$ cat config.mk
export PLATFORM = sky130hd
export DESIGN_NAME = preprocessor_inactive_region_tracker
export DESIGN_NICKNAME = d
export VERILOG_FILES = /design/src/rtl/pirt_pkg.sv /design/src/rtl/pirt_front.sv /design/src/rtl/pirt_queue.sv /design/src/rtl/pirt_back.sv /design/src/rtl/preprocessor_inactive_region_tracker.sv
export SDC_FILE = /design/constraint.sdc
export NUM_CORES = 2
export LEC_CHECK = 0
export BUFFER_PORTS_ARGS = -buffer_cell sky130_fd_sc_hd__buf_2
export CORE_ASPECT_RATIO = 1.1
export CORE_MARGIN = 4
export CORE_UTILIZATION = 39
export DETAILED_ROUTE_END_ITERATION = 6
export GPL_TIMING_DRIVEN = 0
export PLACE_DENSITY = 0.6
export SYNTH_ARGS = -nofsm -noshare
export SYNTH_HDL_FRONTEND = slang
export SYNTH_SLANG_ARGS = --single-unit
$ cat constraint.sdc
create_clock -name clk -period 9.2 [get_ports clk]
set_input_delay 1.84 -clock clk [delete_from_list [all_inputs] [get_ports clk]]
set_output_delay 1.84 -clock clk [all_outputs]
set_load 0.01 [all_outputs]
$ cat src/rtl/pirt_pkg.sv
`default_nettype none

package pirt_pkg;

  // Port widths fixed by the item format
  localparam int unsigned PORT_OFS_W = 32;
  localparam int unsigned MODE_W     = 3;
  localparam int unsigned KIND_W     = 2;
  localparam int unsigned CODE_W     = 2;

  // Input item modes
  localparam logic [MODE_W-1:0] MODE_SEED   = 3'd0;
  localparam logic [MODE_W-1:0] MODE_IF     = 3'd1;
  localparam logic [MODE_W-1:0] MODE_ELIF   = 3'd2;
  localparam logic [MODE_W-1:0] MODE_ELSE   = 3'd3;
  localparam logic [MODE_W-1:0] MODE_ENDIF  = 3'd4;
  localparam logic [MODE_W-1:0] MODE_FINISH = 3'd5;

  // Result item kinds
  localparam logic [KIND_W-1:0] KIND_REGION = 2'd0;
  localparam logic [KIND_W-1:0] KIND_LEVEL  = 2'd1;
  localparam logic [KIND_W-1:0] KIND_EMPTY  = 2'd2;

  // Stack operations handed from the front end to the stack engine
  typedef enum logic [2:0] {
    OP_PUSH   = 3'd0,
    OP_ELIF   = 3'd1,
    OP_ELSE   = 3'd2,
    OP_ENDIF  = 3'd3,
    OP_FINISH = 3'd4
  } op_t;

  // Control part of one queued command
  //   flag:  pending for a push, condition inactive for a directive
  //   taken: taken bit for a push
  typedef struct packed {
    op_t  op;
    logic flag;
    logic taken;
  } cmd_ctl_t;

endpackage

`default_nettype wire

$ cat src/rtl/pirt_front.sv
`default_nettype none

module pirt_front #(
  parameter int unsigned OFFSET_BITS = 32
) (
  input  wire logic                               in_valid,
  output logic                                    in_stall,
  input  wire logic [pirt_pkg::MODE_W-1:0]        mode,
  input  wire logic                               condition_inactive,
  input  wire logic [pirt_pkg::PORT_OFS_W-1:0]    line_start,
  input  wire logic [pirt_pkg::PORT_OFS_W-1:0]    after_line,
  input  wire logic [pirt_pkg::CODE_W-1:0]        seed_code,
  input  wire logic [pirt_pkg::PORT_OFS_W-1:0]    bound_offset,
  input  wire logic                               cmd_full,
  output logic                                    cmd_push,
  output pirt_pkg::cmd_ctl_t                      cmd_ctl,
  output logic [OFFSET_BITS-1:0]                  cmd_a,
  output logic [OFFSET_BITS-1:0]                  cmd_b
);

  logic                   known;
  logic [OFFSET_BITS-1:0] ls;
  logic [OFFSET_BITS-1:0] al;
  logic [OFFSET_BITS-1:0] bo;

  assign ls = line_start[OFFSET_BITS-1:0];
  assign al = after_line[OFFSET_BITS-1:0];
  assign bo = bound_offset[OFFSET_BITS-1:0];

  // Hold the sender while the queue is full; unused modes are taken and dropped
  assign in_stall = cmd_full;
  assign cmd_push = in_valid && !cmd_full && known;

  // Classify the item and build the stack command
  always_comb begin
    known         = 1'b1;
    cmd_ctl.op    = pirt_pkg::OP_PUSH;
    cmd_ctl.flag  = condition_inactive;
    cmd_ctl.taken = 1'b0;
    cmd_a         = al;
    cmd_b         = ls;
    unique case (mode)
      pirt_pkg::MODE_SEED: begin
        cmd_ctl.flag  = seed_code[0];
        cmd_ctl.taken = seed_code[1];
        cmd_a         = bo;
      end
      pirt_pkg::MODE_IF: begin
        cmd_ctl.taken = !condition_inactive;
        cmd_a         = condition_inactive ? al : '0;
      end
      pirt_pkg::MODE_ELIF:  cmd_ctl.op = pirt_pkg::OP_ELIF;
      pirt_pkg::MODE_ELSE:  cmd_ctl.op = pirt_pkg::OP_ELSE;
      pirt_pkg::MODE_ENDIF: cmd_ctl.op = pirt_pkg::OP_ENDIF;
      pirt_pkg::MODE_FINISH: begin
        cmd_ctl.op = pirt_pkg::OP_FINISH;
        cmd_b      = bo;
      end
      default: known = 1'b0;
    endcase
  end

endmodule

`default_nettype wire

$ cat src/rtl/pirt_queue.sv
`default_nettype none

module pirt_queue #(
  parameter int unsigned DATA_W = 8
) (
  input  wire logic              clk,
  input  wire logic              rst,
  input  wire logic              push,
  input  wire logic [DATA_W-1:0] push_data,
  output logic                   full,
  input  wire logic              pop,
  output logic                   head_valid,
  output logic [DATA_W-1:0]      head_data
);

  logic [DATA_W-1:0] slot [2];
  logic              wr_ptr;
  logic              rd_ptr;
  logic [1:0]        fill;

  assign full       = (fill == 2'd2);
  assign head_valid = (fill != 2'd0);
  assign head_data  = slot[rd_ptr];

  // Advance pointers and fill level
  always_ff @(posedge clk) begin
    if (rst) begin
      wr_ptr <= 1'b0;
      rd_ptr <= 1'b0;
      fill   <= 2'd0;
    end else begin
      if (push) begin
        wr_ptr <= !wr_ptr;
      end
      if (pop) begin
        rd_ptr <= !rd_ptr;
      end
      if (push && !pop) begin
        fill <= fill + 2'd1;
      end else if (pop && !push) begin
        fill <= fill - 2'd1;
      end
    end
  end

  // Store the entry
  always_ff @(posedge clk) begin
    if (push) begin
      slot[wr_ptr] <= push_data;
    end
  end

endmodule

`default_nettype wire

$ cat src/rtl/pirt_back.sv
`default_nettype none

module pirt_back #(
  parameter int unsigned MAX_DEPTH   = 32,
  parameter int unsigned OFFSET_BITS = 32
) (
  input  wire logic                             clk,
  input  wire logic                             rst,
  input  wire logic                             cmd_valid,
  input  wire pirt_pkg::cmd_ctl_t               cmd_ctl,
  input  wire logic [OFFSET_BITS-1:0]           cmd_a,
  input  wire logic [OFFSET_BITS-1:0]           cmd_b,
  output logic                                  cmd_pop,
  output logic                                  out_valid,
  input  wire logic                             out_stall,
  output logic [pirt_pkg::KIND_W-1:0]           item_kind,
  output logic                                  region_valid,
  output logic [pirt_pkg::PORT_OFS_W-1:0]       region_begin,
  output logic [pirt_pkg::PORT_OFS_W-1:0]       region_end,
  output logic [pirt_pkg::CODE_W-1:0]           level_code,
  output logic                                  depth_overflow,
  output logic                                  last
);

  localparam int unsigned IDX_W = (MAX_DEPTH > 1) ? $clog2(MAX_DEPTH) : 1;
  localparam int unsigned CNT_W = $clog2(MAX_DEPTH + 1);
  localparam int unsigned ENT_W = OFFSET_BITS + 2;

  typedef enum logic [3:0] {
    S_IDLE  = 4'b0001,
    S_EXEC  = 4'b0010,
    S_FIN   = 4'b0100,
    S_EMPTY = 4'b1000
  } state_t;

  state_t state, state_next;

  // Level stack: {pending, taken, begin}
  logic [ENT_W-1:0] level_mem [MAX_DEPTH];
  logic [ENT_W-1:0] rdata;
  logic             mem_we;
  logic [IDX_W-1:0] mem_waddr;
  logic [ENT_W-1:0] mem_wdata;
  logic             mem_re;
  logic [IDX_W-1:0] mem_raddr;

  logic [CNT_W-1:0] count, count_next;
  logic [CNT_W-1:0] count_m1;
  logic [IDX_W-1:0] top_idx;
  logic [IDX_W-1:0] idx, idx_next;
  logic             ovf, ovf_next;

  // Latched command
  pirt_pkg::cmd_ctl_t     cur_ctl;
  logic [OFFSET_BITS-1:0] cur_a;
  logic [OFFSET_BITS-1:0] cur_b;

  logic                   e_pending;
  logic                   e_taken;
  logic [OFFSET_BITS-1:0] e_begin;
  logic                   e_hit;
  logic                   out_free;

  logic                        load;
  logic [pirt_pkg::KIND_W-1:0] kind_n;
  logic                        rv_n;
  logic [OFFSET_BITS-1:0]      rb_n;
  logic [OFFSET_BITS-1:0]      re_n;
  logic [pirt_pkg::CODE_W-1:0] code_n;
  logic                        last_n;

  assign count_m1  = count - CNT_W'(1);
  assign top_idx   = count_m1[IDX_W-1:0];
  assign e_pending = rdata[ENT_W-1];
  assign e_taken   = rdata[ENT_W-2];
  assign e_begin   = rdata[OFFSET_BITS-1:0];
  assign e_hit     = e_pending && (e_begin < cur_b);
  assign out_free  = !out_valid || !out_stall;
  assign cmd_pop   = (state == S_IDLE) && cmd_valid;

  // Sequence the stack operations
  always_comb begin
    state_next = state;
    count_next = count;
    idx_next   = idx;
    ovf_next   = ovf;
    mem_we     = 1'b0;
    mem_waddr  = top_idx;
    mem_wdata  = rdata;
    mem_re     = 1'b0;
    mem_raddr  = top_idx;
    load       = 1'b0;
    kind_n     = pirt_pkg::KIND_REGION;
    rv_n       = 1'b0;
    rb_n       = '0;
    re_n       = '0;
    code_n     = '0;
    last_n     = 1'b1;
    unique case (state)
      S_IDLE: begin
        if (cmd_valid) begin
          unique case (cmd_ctl.op)
            pirt_pkg::OP_PUSH: begin
              if (count == CNT_W'(MAX_DEPTH)) begin
                ovf_next = 1'b1;
              end else begin
                mem_we     = 1'b1;
                mem_waddr  = count[IDX_W-1:0];
                mem_wdata  = {cmd_ctl.flag, cmd_ctl.taken, cmd_a};
                count_next = count + CNT_W'(1);
              end
            end
            pirt_pkg::OP_FINISH: begin
              if (count == '0) begin
                state_next = S_EMPTY;
              end else begin
                mem_re     = 1'b1;
                mem_raddr  = '0;
                idx_next   = '0;
                state_next = S_FIN;
              end
            end
            default: begin
              // Directive on an empty stack is dropped
              if (count != '0) begin
                mem_re     = 1'b1;
                state_next = S_EXEC;
              end
            end
          endcase
        end
      end
      S_EXEC: begin
        if (!e_hit || out_free) begin
          state_next = S_IDLE;
          load       = e_hit;
          rv_n       = 1'b1;
          rb_n       = e_begin;
          re_n       = cur_b;
          unique case (cur_ctl.op)
            pirt_pkg::OP_ELIF: begin
              mem_we    = 1'b1;
              mem_wdata = {cur_ctl.flag, e_taken | !cur_ctl.flag,
                           cur_ctl.flag ? cur_a : e_begin};
            end
            pirt_pkg::OP_ELSE: begin
              mem_we    = 1'b1;
              mem_wdata = {e_taken, e_taken, e_taken ? cur_a : e_begin};
            end
            pirt_pkg::OP_ENDIF: count_next = count_m1;
            default: ;
          endcase
        end
      end
      S_FIN: begin
        if (out_free) begin
          load   = 1'b1;
          kind_n = pirt_pkg::KIND_LEVEL;
          rv_n   = e_hit;
          rb_n   = e_hit ? e_begin : '0;
          re_n   = e_hit ? cur_b : '0;
          code_n = {e_taken, e_pending};
          last_n = (idx == top_idx);
          if (idx == top_idx) begin
            count_next = '0;
            state_next = S_IDLE;
          end else begin
            idx_next  = idx + IDX_W'(1);
            mem_re    = 1'b1;
            mem_raddr = idx + IDX_W'(1);
          end
        end
      end
      S_EMPTY: begin
        if (out_free) begin
          load       = 1'b1;
          kind_n     = pirt_pkg::KIND_EMPTY;
          state_next = S_IDLE;
        end
      end
      default: state_next = S_IDLE;
    endcase
  end

  // Control registers
  always_ff @(posedge clk) begin
    if (rst) begin
      state     <= S_IDLE;
      count     <= '0;
      ovf       <= 1'b0;
      out_valid <= 1'b0;
    end else begin
      state <= state_next;
      count <= count_next;
      ovf   <= ovf_next;
      if (load) begin
        out_valid <= 1'b1;
      end else if (!out_stall) begin
        out_valid <= 1'b0;
      end
    end
  end

  // Latch the command and the walk index
  always_ff @(posedge clk) begin
    idx <= idx_next;
    if (cmd_pop) begin
      cur_ctl <= cmd_ctl;
      cur_a   <= cmd_a;
      cur_b   <= cmd_b;
    end
  end

  // Level stack memory, registered read
  always_ff @(posedge clk) begin
    if (mem_we) begin
      level_mem[mem_waddr] <= mem_wdata;
    end
    if (mem_re) begin
      rdata <= level_mem[mem_raddr];
    end
  end

  // Result register
  always_ff @(posedge clk) begin
    if (load) begin
      item_kind      <= kind_n;
      region_valid   <= rv_n;
      region_begin   <= pirt_pkg::PORT_OFS_W'(rb_n);
      region_end     <= pirt_pkg::PORT_OFS_W'(re_n);
      level_code     <= code_n;
      depth_overflow <= ovf;
      last           <= last_n;
    end
  end

endmodule

`default_nettype wire

$ cat src/rtl/preprocessor_inactive_region_tracker.sv
`default_nettype none

// Tracks nested conditional-compilation directives and reports inactive
// source regions. Items are taken into a two-entry command queue, so the
// sender keeps moving while the stack engine works or the result side is
// stalled, until the queue fills. The level stack is a single memory with
// a registered read port, and that port sets the steps per item: a seed or
// if push is written at once, an elif, else or endif on a non-empty stack
// first reads the top level, then updates it and issues any closed region,
// and a finish reads the bottom level, then gives one report per cycle
// while the output is not stalled, bottom first, or the single empty-stack
// result. Unused modes and directives on an empty stack are taken and give
// nothing. Pushes beyond MAX_DEPTH are dropped and set a sticky overflow
// flag that rides on every result. The stack needs no clearing after
// reset; offsets are taken modulo 2^OFFSET_BITS.
module preprocessor_inactive_region_tracker #(
  parameter int unsigned MAX_DEPTH   = 32,
  parameter int unsigned OFFSET_BITS = 32
) (
  input  wire logic                             clk,
  input  wire logic                             rst,
  input  wire logic                             in_valid,
  output logic                                  in_stall,
  input  wire logic [pirt_pkg::MODE_W-1:0]      mode,
  input  wire logic                             condition_inactive,
  input  wire logic [pirt_pkg::PORT_OFS_W-1:0]  line_start,
  input  wire logic [pirt_pkg::PORT_OFS_W-1:0]  after_line,
  input  wire logic [pirt_pkg::CODE_W-1:0]      seed_code,
  input  wire logic [pirt_pkg::PORT_OFS_W-1:0]  bound_offset,
  output logic                                  out_valid,
  input  wire logic                             out_stall,
  output logic [pirt_pkg::KIND_W-1:0]           item_kind,
  output logic                                  region_valid,
  output logic [pirt_pkg::PORT_OFS_W-1:0]       region_begin,
  output logic [pirt_pkg::PORT_OFS_W-1:0]       region_end,
  output logic [pirt_pkg::CODE_W-1:0]           level_code,
  output logic                                  depth_overflow,
  output logic                                  last
);

  localparam int unsigned CTL_W = $bits(pirt_pkg::cmd_ctl_t);
  localparam int unsigned Q_W   = CTL_W + 2 * OFFSET_BITS;

  logic                   q_push;
  logic                   q_full;
  logic                   q_pop;
  logic                   q_valid;
  pirt_pkg::cmd_ctl_t     f_ctl;
  logic [OFFSET_BITS-1:0] f_a;
  logic [OFFSET_BITS-1:0] f_b;
  logic [Q_W-1:0]         q_head;
  pirt_pkg::cmd_ctl_t     h_ctl;
  logic [OFFSET_BITS-1:0] h_a;
  logic [OFFSET_BITS-1:0] h_b;

  pirt_front #(
    .OFFSET_BITS (OFFSET_BITS)
  ) u_front (
    .in_valid           (in_valid),
    .in_stall           (in_stall),
    .mode               (mode),
    .condition_inactive (condition_inactive),
    .line_start         (line_start),
    .after_line         (after_line),
    .seed_code          (seed_code),
    .bound_offset       (bound_offset),
    .cmd_full           (q_full),
    .cmd_push           (q_push),
    .cmd_ctl            (f_ctl),
    .cmd_a              (f_a),
    .cmd_b              (f_b)
  );

  pirt_queue #(
    .DATA_W (Q_W)
  ) u_queue (
    .clk        (clk),
    .rst        (rst),
    .push       (q_push),
    .push_data  ({f_ctl, f_a, f_b}),
    .full       (q_full),
    .pop        (q_pop),
    .head_valid (q_valid),
    .head_data  (q_head)
  );

  assign h_ctl = pirt_pkg::cmd_ctl_t'(q_head[Q_W-1 -: CTL_W]);
  assign h_a   = q_head[2*OFFSET_BITS-1 -: OFFSET_BITS];
  assign h_b   = q_head[OFFSET_BITS-1:0];

  pirt_back #(
    .MAX_DEPTH   (MAX_DEPTH),
    .OFFSET_BITS (OFFSET_BITS)
  ) u_back (
    .clk            (clk),
    .rst            (rst),
    .cmd_valid      (q_valid),
    .cmd_ctl        (h_ctl),
    .cmd_a          (h_a),
    .cmd_b          (h_b),
    .cmd_pop        (q_pop),
    .out_valid      (out_valid),
    .out_stall      (out_stall),
    .item_kind      (item_kind),
    .region_valid   (region_valid),
    .region_begin   (region_begin),
    .region_end     (region_end),
    .level_code     (level_code),
    .depth_overflow (depth_overflow),
    .last           (last)
  );

`ifndef SYNTHESIS
  // A reported region is never empty
  a_region_order: assert property (@(posedge clk) disable iff (rst)
    out_valid && region_valid |-> region_begin < region_end)
    else $error("region begin not below region end");

  // A directive region is a single, final result with no level code
  a_directive_result: assert property (@(posedge clk) disable iff (rst)
    out_valid && item_kind == pirt_pkg::KIND_REGION |->
      last && region_valid && level_code == '0)
    else $error("malformed directive region result");

  // An empty-stack finish is a single result with no region
  a_empty_finish: assert property (@(posedge clk) disable iff (rst)
    out_valid && item_kind == pirt_pkg::KIND_EMPTY |->
      last && !region_valid && level_code == '0)
    else $error("malformed empty finish result");
`endif

endmodule

`default_nettype wire
; Yosys cells after proc, flatten, opt, wreduce, memory -nomap -nowiden
; Memories as Yosys holds them, arrays and structs flattened. A register that Yosys moved wholly into a read port is not among the register bits.
; Cells that the tools add are included.
[classes]
n_addsub = 5
order_cmp = 1
eq_ne = 30
muxes = 88
bitwise = 1
n_reduce_logical = 34
[op_table]
columns = operator, count
row1 = 2-to-1 mux 32 bit, 10
row2 = one-hot mux 32 bit (2 select lines), 3
row3 = 2-to-1 mux 34 bit, 4
row4 = one-hot mux 34 bit (2 select lines), 2
row5 = 2-to-1 mux 5 bit, 14
row6 = 2-to-1 mux 6 bit, 7
row7 = less-than comparator 32 bit, 1
row8 = 2-to-1 mux 4 bit, 7
row9 = 2-to-1 mux 1 bit, 25
row10 = one-hot mux 5 bit (2 select lines), 2
row11 = one-hot mux 6 bit (3 select lines), 1
row12 = one-hot mux 4 bit (4 select lines), 1
row13 = "!= test 2 x 1 -> 1 bit, second input constant", 7
row14 = "equality test 3 x 2 -> 1 bit, second input constant", 4
row15 = "!= test 2 bit, second input constant", 6
row16 = one-hot mux 1 bit (2 select lines), 6
row17 = one-hot mux 3 bit (4 select lines), 1
row18 = logical NOT 1 bit, 10
row19 = "equality test 3 bit, second input constant", 3
row20 = one-hot mux 4 bit (2 select lines), 1
row21 = AND reduction 8 bit, 1
row22 = AND reduction 7 bit, 1
row23 = "adder 6 x 1 -> 6 bit, second input constant", 1
row24 = "equality test 3 x 1 -> 1 bit, second input constant", 2
row25 = 27 further kinds, 39
[totals]
reg_bits = 160
mem_bits_rw = 1226
inputBits = 106
out_inout_bits = 73
word_cells = 180
n_memories = 2
[memory_table]
columns = memory, words, word_bits, read_ports, rd_ports_with_merged_regs, write_ports, line_no
row1 = u_back.level_mem, 32, 34, 1, 1, 1, pirt_back.sv:39  ; logic [ENT_W-1:0] level_mem [MAX_DEPTH];
row2 = u_queue.slot, 2, 69, 1, 1, 1, pirt_queue.sv:16  ; logic [DATA_W-1:0] slot [2];

; Logic depth before layout (Yosys ltp)
[logic_depth]
depth_word = 8
depth_mapped = 16
depth_no_buf = 12

; Modules after synthesis
; A second synthesis with hierarchy kept.
[hier_totals]
cells_unflattened = 3716
area_unflattened_um2 = 57530.2
[modules_own_cells]
columns = mod, instances, cells_each, area_each_um2, seq_area_each_um2
row1 = pirt_back, 1, 3387, 51299.2, 38256.7
row2 = pirt_queue, 1, 237, 5228.8, 4244.1
row3 = pirt_front, 1, 92, 1002.2, 0.0

; Worst setup path after synthesis
; Ideal clock, no wire load.
[synth_timing]
kind = input -> register
from = input port mode[2] (netlist bit)
to = memory u_queue.slot[0][0] (netlist bit) (enable)
setup_ns = 0.505
arrival_time_ns = 5.421
t_required_ns = 8.695
slack_ns = 3.274
path_stages = 5
path_buffers = 1
cell_sequence = clkbuf_1 nand2_1 nand2_1 nor2_1 nor2b_1
[synth_between]
elab_chain_cells = 6
elab_cells_between_ends = 11
classes_between = 5 x eq/ne / 3 x mux / 3 x reduce/logical
[synth_rtl]
columns = element, line_no
row1 = "start, declared", preprocessor_inactive_region_tracker.sv:24  ; input wire logic [pirt_pkg::MODE_W-1:0] mode,
row2 = equality test 3 x 2 -> 1 bit (tied with other cells), pirt_front.sv:42  ; unique case (mode)
row3 = OR reduction 6 bit (no source line) *, -
row4 = 2-to-1 mux 1 bit *, pirt_front.sv:42
row5 = logical AND 1 bit *, pirt_front.sv:32  ; assign cmd_push = in_valid && !cmd_full && known;
row6 = named net q_push, preprocessor_inactive_region_tracker.sv:44  ; logic q_push;
row7 = 2-to-1 mux 1 bit *, pirt_queue.sv:48  ; if (push) begin
row8 = 2-to-1 mux 1 bit (not written as such) *, pirt_queue.sv:49  ; slot[wr_ptr] <= push_data;
row9 = "end, declared", pirt_queue.sv:16
; Mark *: on every way through the listed nets, which the timed path passes. The rest lies on a longest branch.

; Worst setup path in the final report
[layout_timing]
from = register u_back.count[1]
to = register u_back.rdata[1] (read register of u_back.level_mem) (data pin)
[layout_between]
elab_chain_cells = 5
elab_cells_between_ends = 17
classes_between = 1 x add/sub / 1 x eq/ne / 13 x mux / 2 x reduce/logical
[layout_rtl]
columns = element, line_no
row1 = "start, declared", pirt_back.sv:47  ; logic [CNT_W-1:0] count, count_next;
row2 = "start signal, assigned", pirt_back.sv:194  ; count <= count_next;
row3 = subtractor 6 x 1 -> 6 bit (tied with other cells), pirt_back.sv:72  ; assign count_m1 = count - CNT_W'(1);
row4 = equality test 5 bit (tied with other cells), pirt_back.sv:164  ; if (idx == top_idx) begin
row5 = 2-to-1 mux 5 bit (tied with other cells), pirt_back.sv:164
row6 = 2-to-1 mux 5 bit (tied with other cells), pirt_back.sv:156  ; if (out_free) begin
row7 = one-hot mux 5 bit (2 select lines) / one-hot mux 1 bit (2 select lines) (equally long branches), pirt_back.sv:99  ; unique case (state)
row8 = "end, declared", pirt_back.sv:40  ; logic [ENT_W-1:0] rdata;
; Several ways; a longest one is shown, not always the timed one.
; A chain may end at the register's enable or synchronous reset.

==> flow_summary.ini <==
[global_routing]
grt_max_degree = 74
grt_antenna_before_repair = 7
grt_first_pass_wirelength_um = 248000
grt_overflow = 0
grt_pass1_vias = 35600
track_usage_pct = 22.0

[timing]
period_needed_ns = 6.87
hold_slack_ns = 0.470
rsz0062_at_grt = false
hold_viol = 0
fin_setup_tns_ns = 0
slew_headroom_pct = 0.436
finClkSkew_ns = 0.0275
setup_viol = 0
post-route-period-util_pct = 74.6
fmax_ghz = 0.146
worst_slack_ns = 2.33
worst_pin_slew_ns = 1.49
slew_violations = 0

[clock_tree]
clkLatencyLatePin_ns = 0.78
cts-root-buf = clkbuf_16
cts_setup_buffers = 0
cts_made_buffers = 148
htree_levels = 4
ctsResizeCount = 0
cts_tree = built
clock_sinks = 1421
clk_pin_slew_worst_paths_ns = 0.06
postCtsHoldBufs = 0
cts.path.max_buffers = 3

[drt]
vias = 36400
wl_per_cell_um = 27.6
ant_nets = 0
drt_iter0_drc = 4540
viasPerCell = 5.77
drc = 1
wl_um = 174000
firstDrtPassIters = 7

[final_layout]
layout.nets = 4393
final_area_um2 = 68100
nFillCells = 12700
drive_gt1_share_pct = 15.5
area_delta_synth_final_pct = 18.0
seq_area_um2 = 42500
fin_cells = 6307
multi_input_area_um2 = 14700

[placement]
place_inst = 6038
io_buffers = 174
hpwlAfterDp_um = 121000
gp_congestion = 0.883
dp_slack_ns = 2.09
placed_cell_area_um2 = 63400

[logic_synthesis]
synth_warnings = 0
synth_common_cells = edfxtp_1, nand2_1, mux2i_1, clkbuf_1, a211oi_1
ys.flop_type = edfxtp_1
synth_area_leader_cell = edfxtp_1
synthesis.area_um2 = 57700
seq_area_frac_synth_pct = 73.7
syn_nets = 3997
syn_area_per_cell_um2 = 15.0
yosysMostFrequentCell = edfxtp_1
yosys.area.top_type_share_pct = 73.1
synthArstFlopShare_pct = 0
synth.area.top_cells = edfxtp_1, mux2i_1, nand2_1
synth_edf_count = 1404
synthCells = 3855
ys_types = 74
ys_ff_latch = 1421

[power_and_ir_drop]
peakVddDrop_uv = 192
p_leak_nw = 22.4
powerDensity_nw_per_um2 = 348
combPwrFrac_pct = 39.5
clkPwrFrac_pct = 24.7
pwr-share-seq_pct = 35.9
switchingPower_mw = 9.36
p_int_mw = 14.3
swShare_pct = 39.5

[floorplanning]
die_height_um = 411
coreArea_um2 = 146000
num_io_pins = 179
initial_utilization_pct = 39.4
rows = 147
dieArea_um2 = 154000
chipWidth_um = 375

[outcome]
status = complete, but fails checks
failed_checks = design-rule violations, max-capacitance violations

[critical_path]
crit_required_ns = 9.62
crit_arrival_ns = 7.29
path_max_fanout = 10
crit_path_start_kind = flip-flop
critPathCaptureType = flip-flop
path_class = flip-flop to flip-flop

[flow_run]
maxCapViolations = 1

[hold_path]
min_path_type = flip-flop to flip-flop
-- worst max-delay path: stages, from the launching register on --
cell,delay (ns)
dfxtp_1,0.35
clkbuf_1,0.29
inv_1,0.19
ha_1,0.22
clkbuf_1,0.23
xnor2_1,0.32
xor2_1,0.25
and2_1,0.27
a21oi_4,0.10
inv_2,0.21
mux2i_4,0.72
clkbuf_1,0.99
buf_2,0.63
mux2i_1,0.60
o22ai_1,0.20
nor4_1,0.88
-- metrics by stage --
step,utilization [%],power [mW]
after floorplan,-,13.5
after global placement,41.6,17.3
after detailed placement,43.3,17.8
after CTS,46.5,23.6
after global routing,46.5,24.5
final,46.5,23.7
-- cell families after synthesis --
group,count (synthesis),synth area share [%]
AOI/OAI and AO/OA,657,8.00
xor gates and xnor gates,17,0.282
adders and majority gates,36,0.781
buffers and inverters,337,2.35
DFF,1421,73.7
muxes,378,6.73
and+or+nand+nor,1009,8.17
-- routing by layer --
layer | wire length, um | up-vias | GRT usage [%]
met4 | 6620 | 0 | 7.98
met5 | 0 | - | 0
li1 | - | 15800 | -
met3 | 15100 | 344 | 4.62
met2 | 82800 | 1838 | 36.2
met1 | 69500 | 18400 | 29.0
-- sequential cells by signal, indices dropped and copies added (netlist names), named ones only --
register,flops
u_back.cur_ctl,4
u_back.level_mem,1088
u_back.level_code,2
u_back.region_valid,1
u_back.ovf,1
u_queue.slot,138
u_back.out_valid,1
u_back.region_end,32
u_back.idx,5
u_queue.fill,2
u_queue.wr_ptr,1
u_back.rdata,34
u_queue.rd_ptr,1
u_back.last,1
u_back.depth_overflow,1
u_back.count,6
u_back.cur_b,32
u_back.item_kind,2
u_back.cur_a,32
u_back.region_begin,32
u_back.state,4
-- power groups by stage --
| stage | Clock [mW] | Combinational, mW | Sequential [mW] |
|---|---|---|---|
| floorplan | 0 | 4.84 | 8.62 |
| finish | 5.84 | 9.35 | 8.50 |
| global placement | 0 | 8.47 | 8.80 |
| detailed placement | 0 | 9.18 | 8.63 |
| global route | 6.20 | 9.78 | 8.52 |
| CTS | 5.90 | 9.21 | 8.50 |
-- placed cells by master, fill, tap and decap left out, types with 33 or more instances in the layout --
master / netlist / layout
a211oi_1: 172 / 172
a21oi_1: 61 / 61
a22oi_1: 38 / 38
a31oi_1: 104 / 104
and3_1: 171 / 170
buf_12: 0 / 51
buf_2: 70 / 244
clkbuf_1: 174 / 211
clkbuf_16: 0 / 152
edfxtp_1: 1404 / 1404
ha_1: 36 / 36
inv_1: 74 / 74
mux2_2: 69 / 69
mux2i_1: 308 / 308
nand2_1: 518 / 518
nand3_1: 80 / 80
nor2_1: 74 / 42
nor3_1: 72 / 71
nor4_1: 35 / 35
o21ai_0: 53 / 52
o221ai_1: 65 / 33
o22ai_1: 69 / 69
-- path summary, 6_finish.rpt --
path	startpoint	end	slack (ns)	cells past startpoint
min reg2reg	u_back.ovf	u_back.depth_overflow	0.47	0
max reg2reg	u_back.count[1]	u_back.rdata[1]	2.33	15
min	u_back.ovf	u_back.depth_overflow	0.47	0
max	u_back.count[1]	u_back.rdata[1]	2.33	15
-- area by class of cell --
cell class                 count  share of cell area, %
tap                         1937                   3.56
timing repair buffer         246                   3.55
multi-input combinational   2097                   21.6
sequential                  1421                   62.4
clock inverter                76                   1.08
buffer                       261                   1.57
clock buffer                 189                   5.79
inverter                      76                  0.427
antenna                        4                 0.0147
Power figures use the tool's default switching activity.
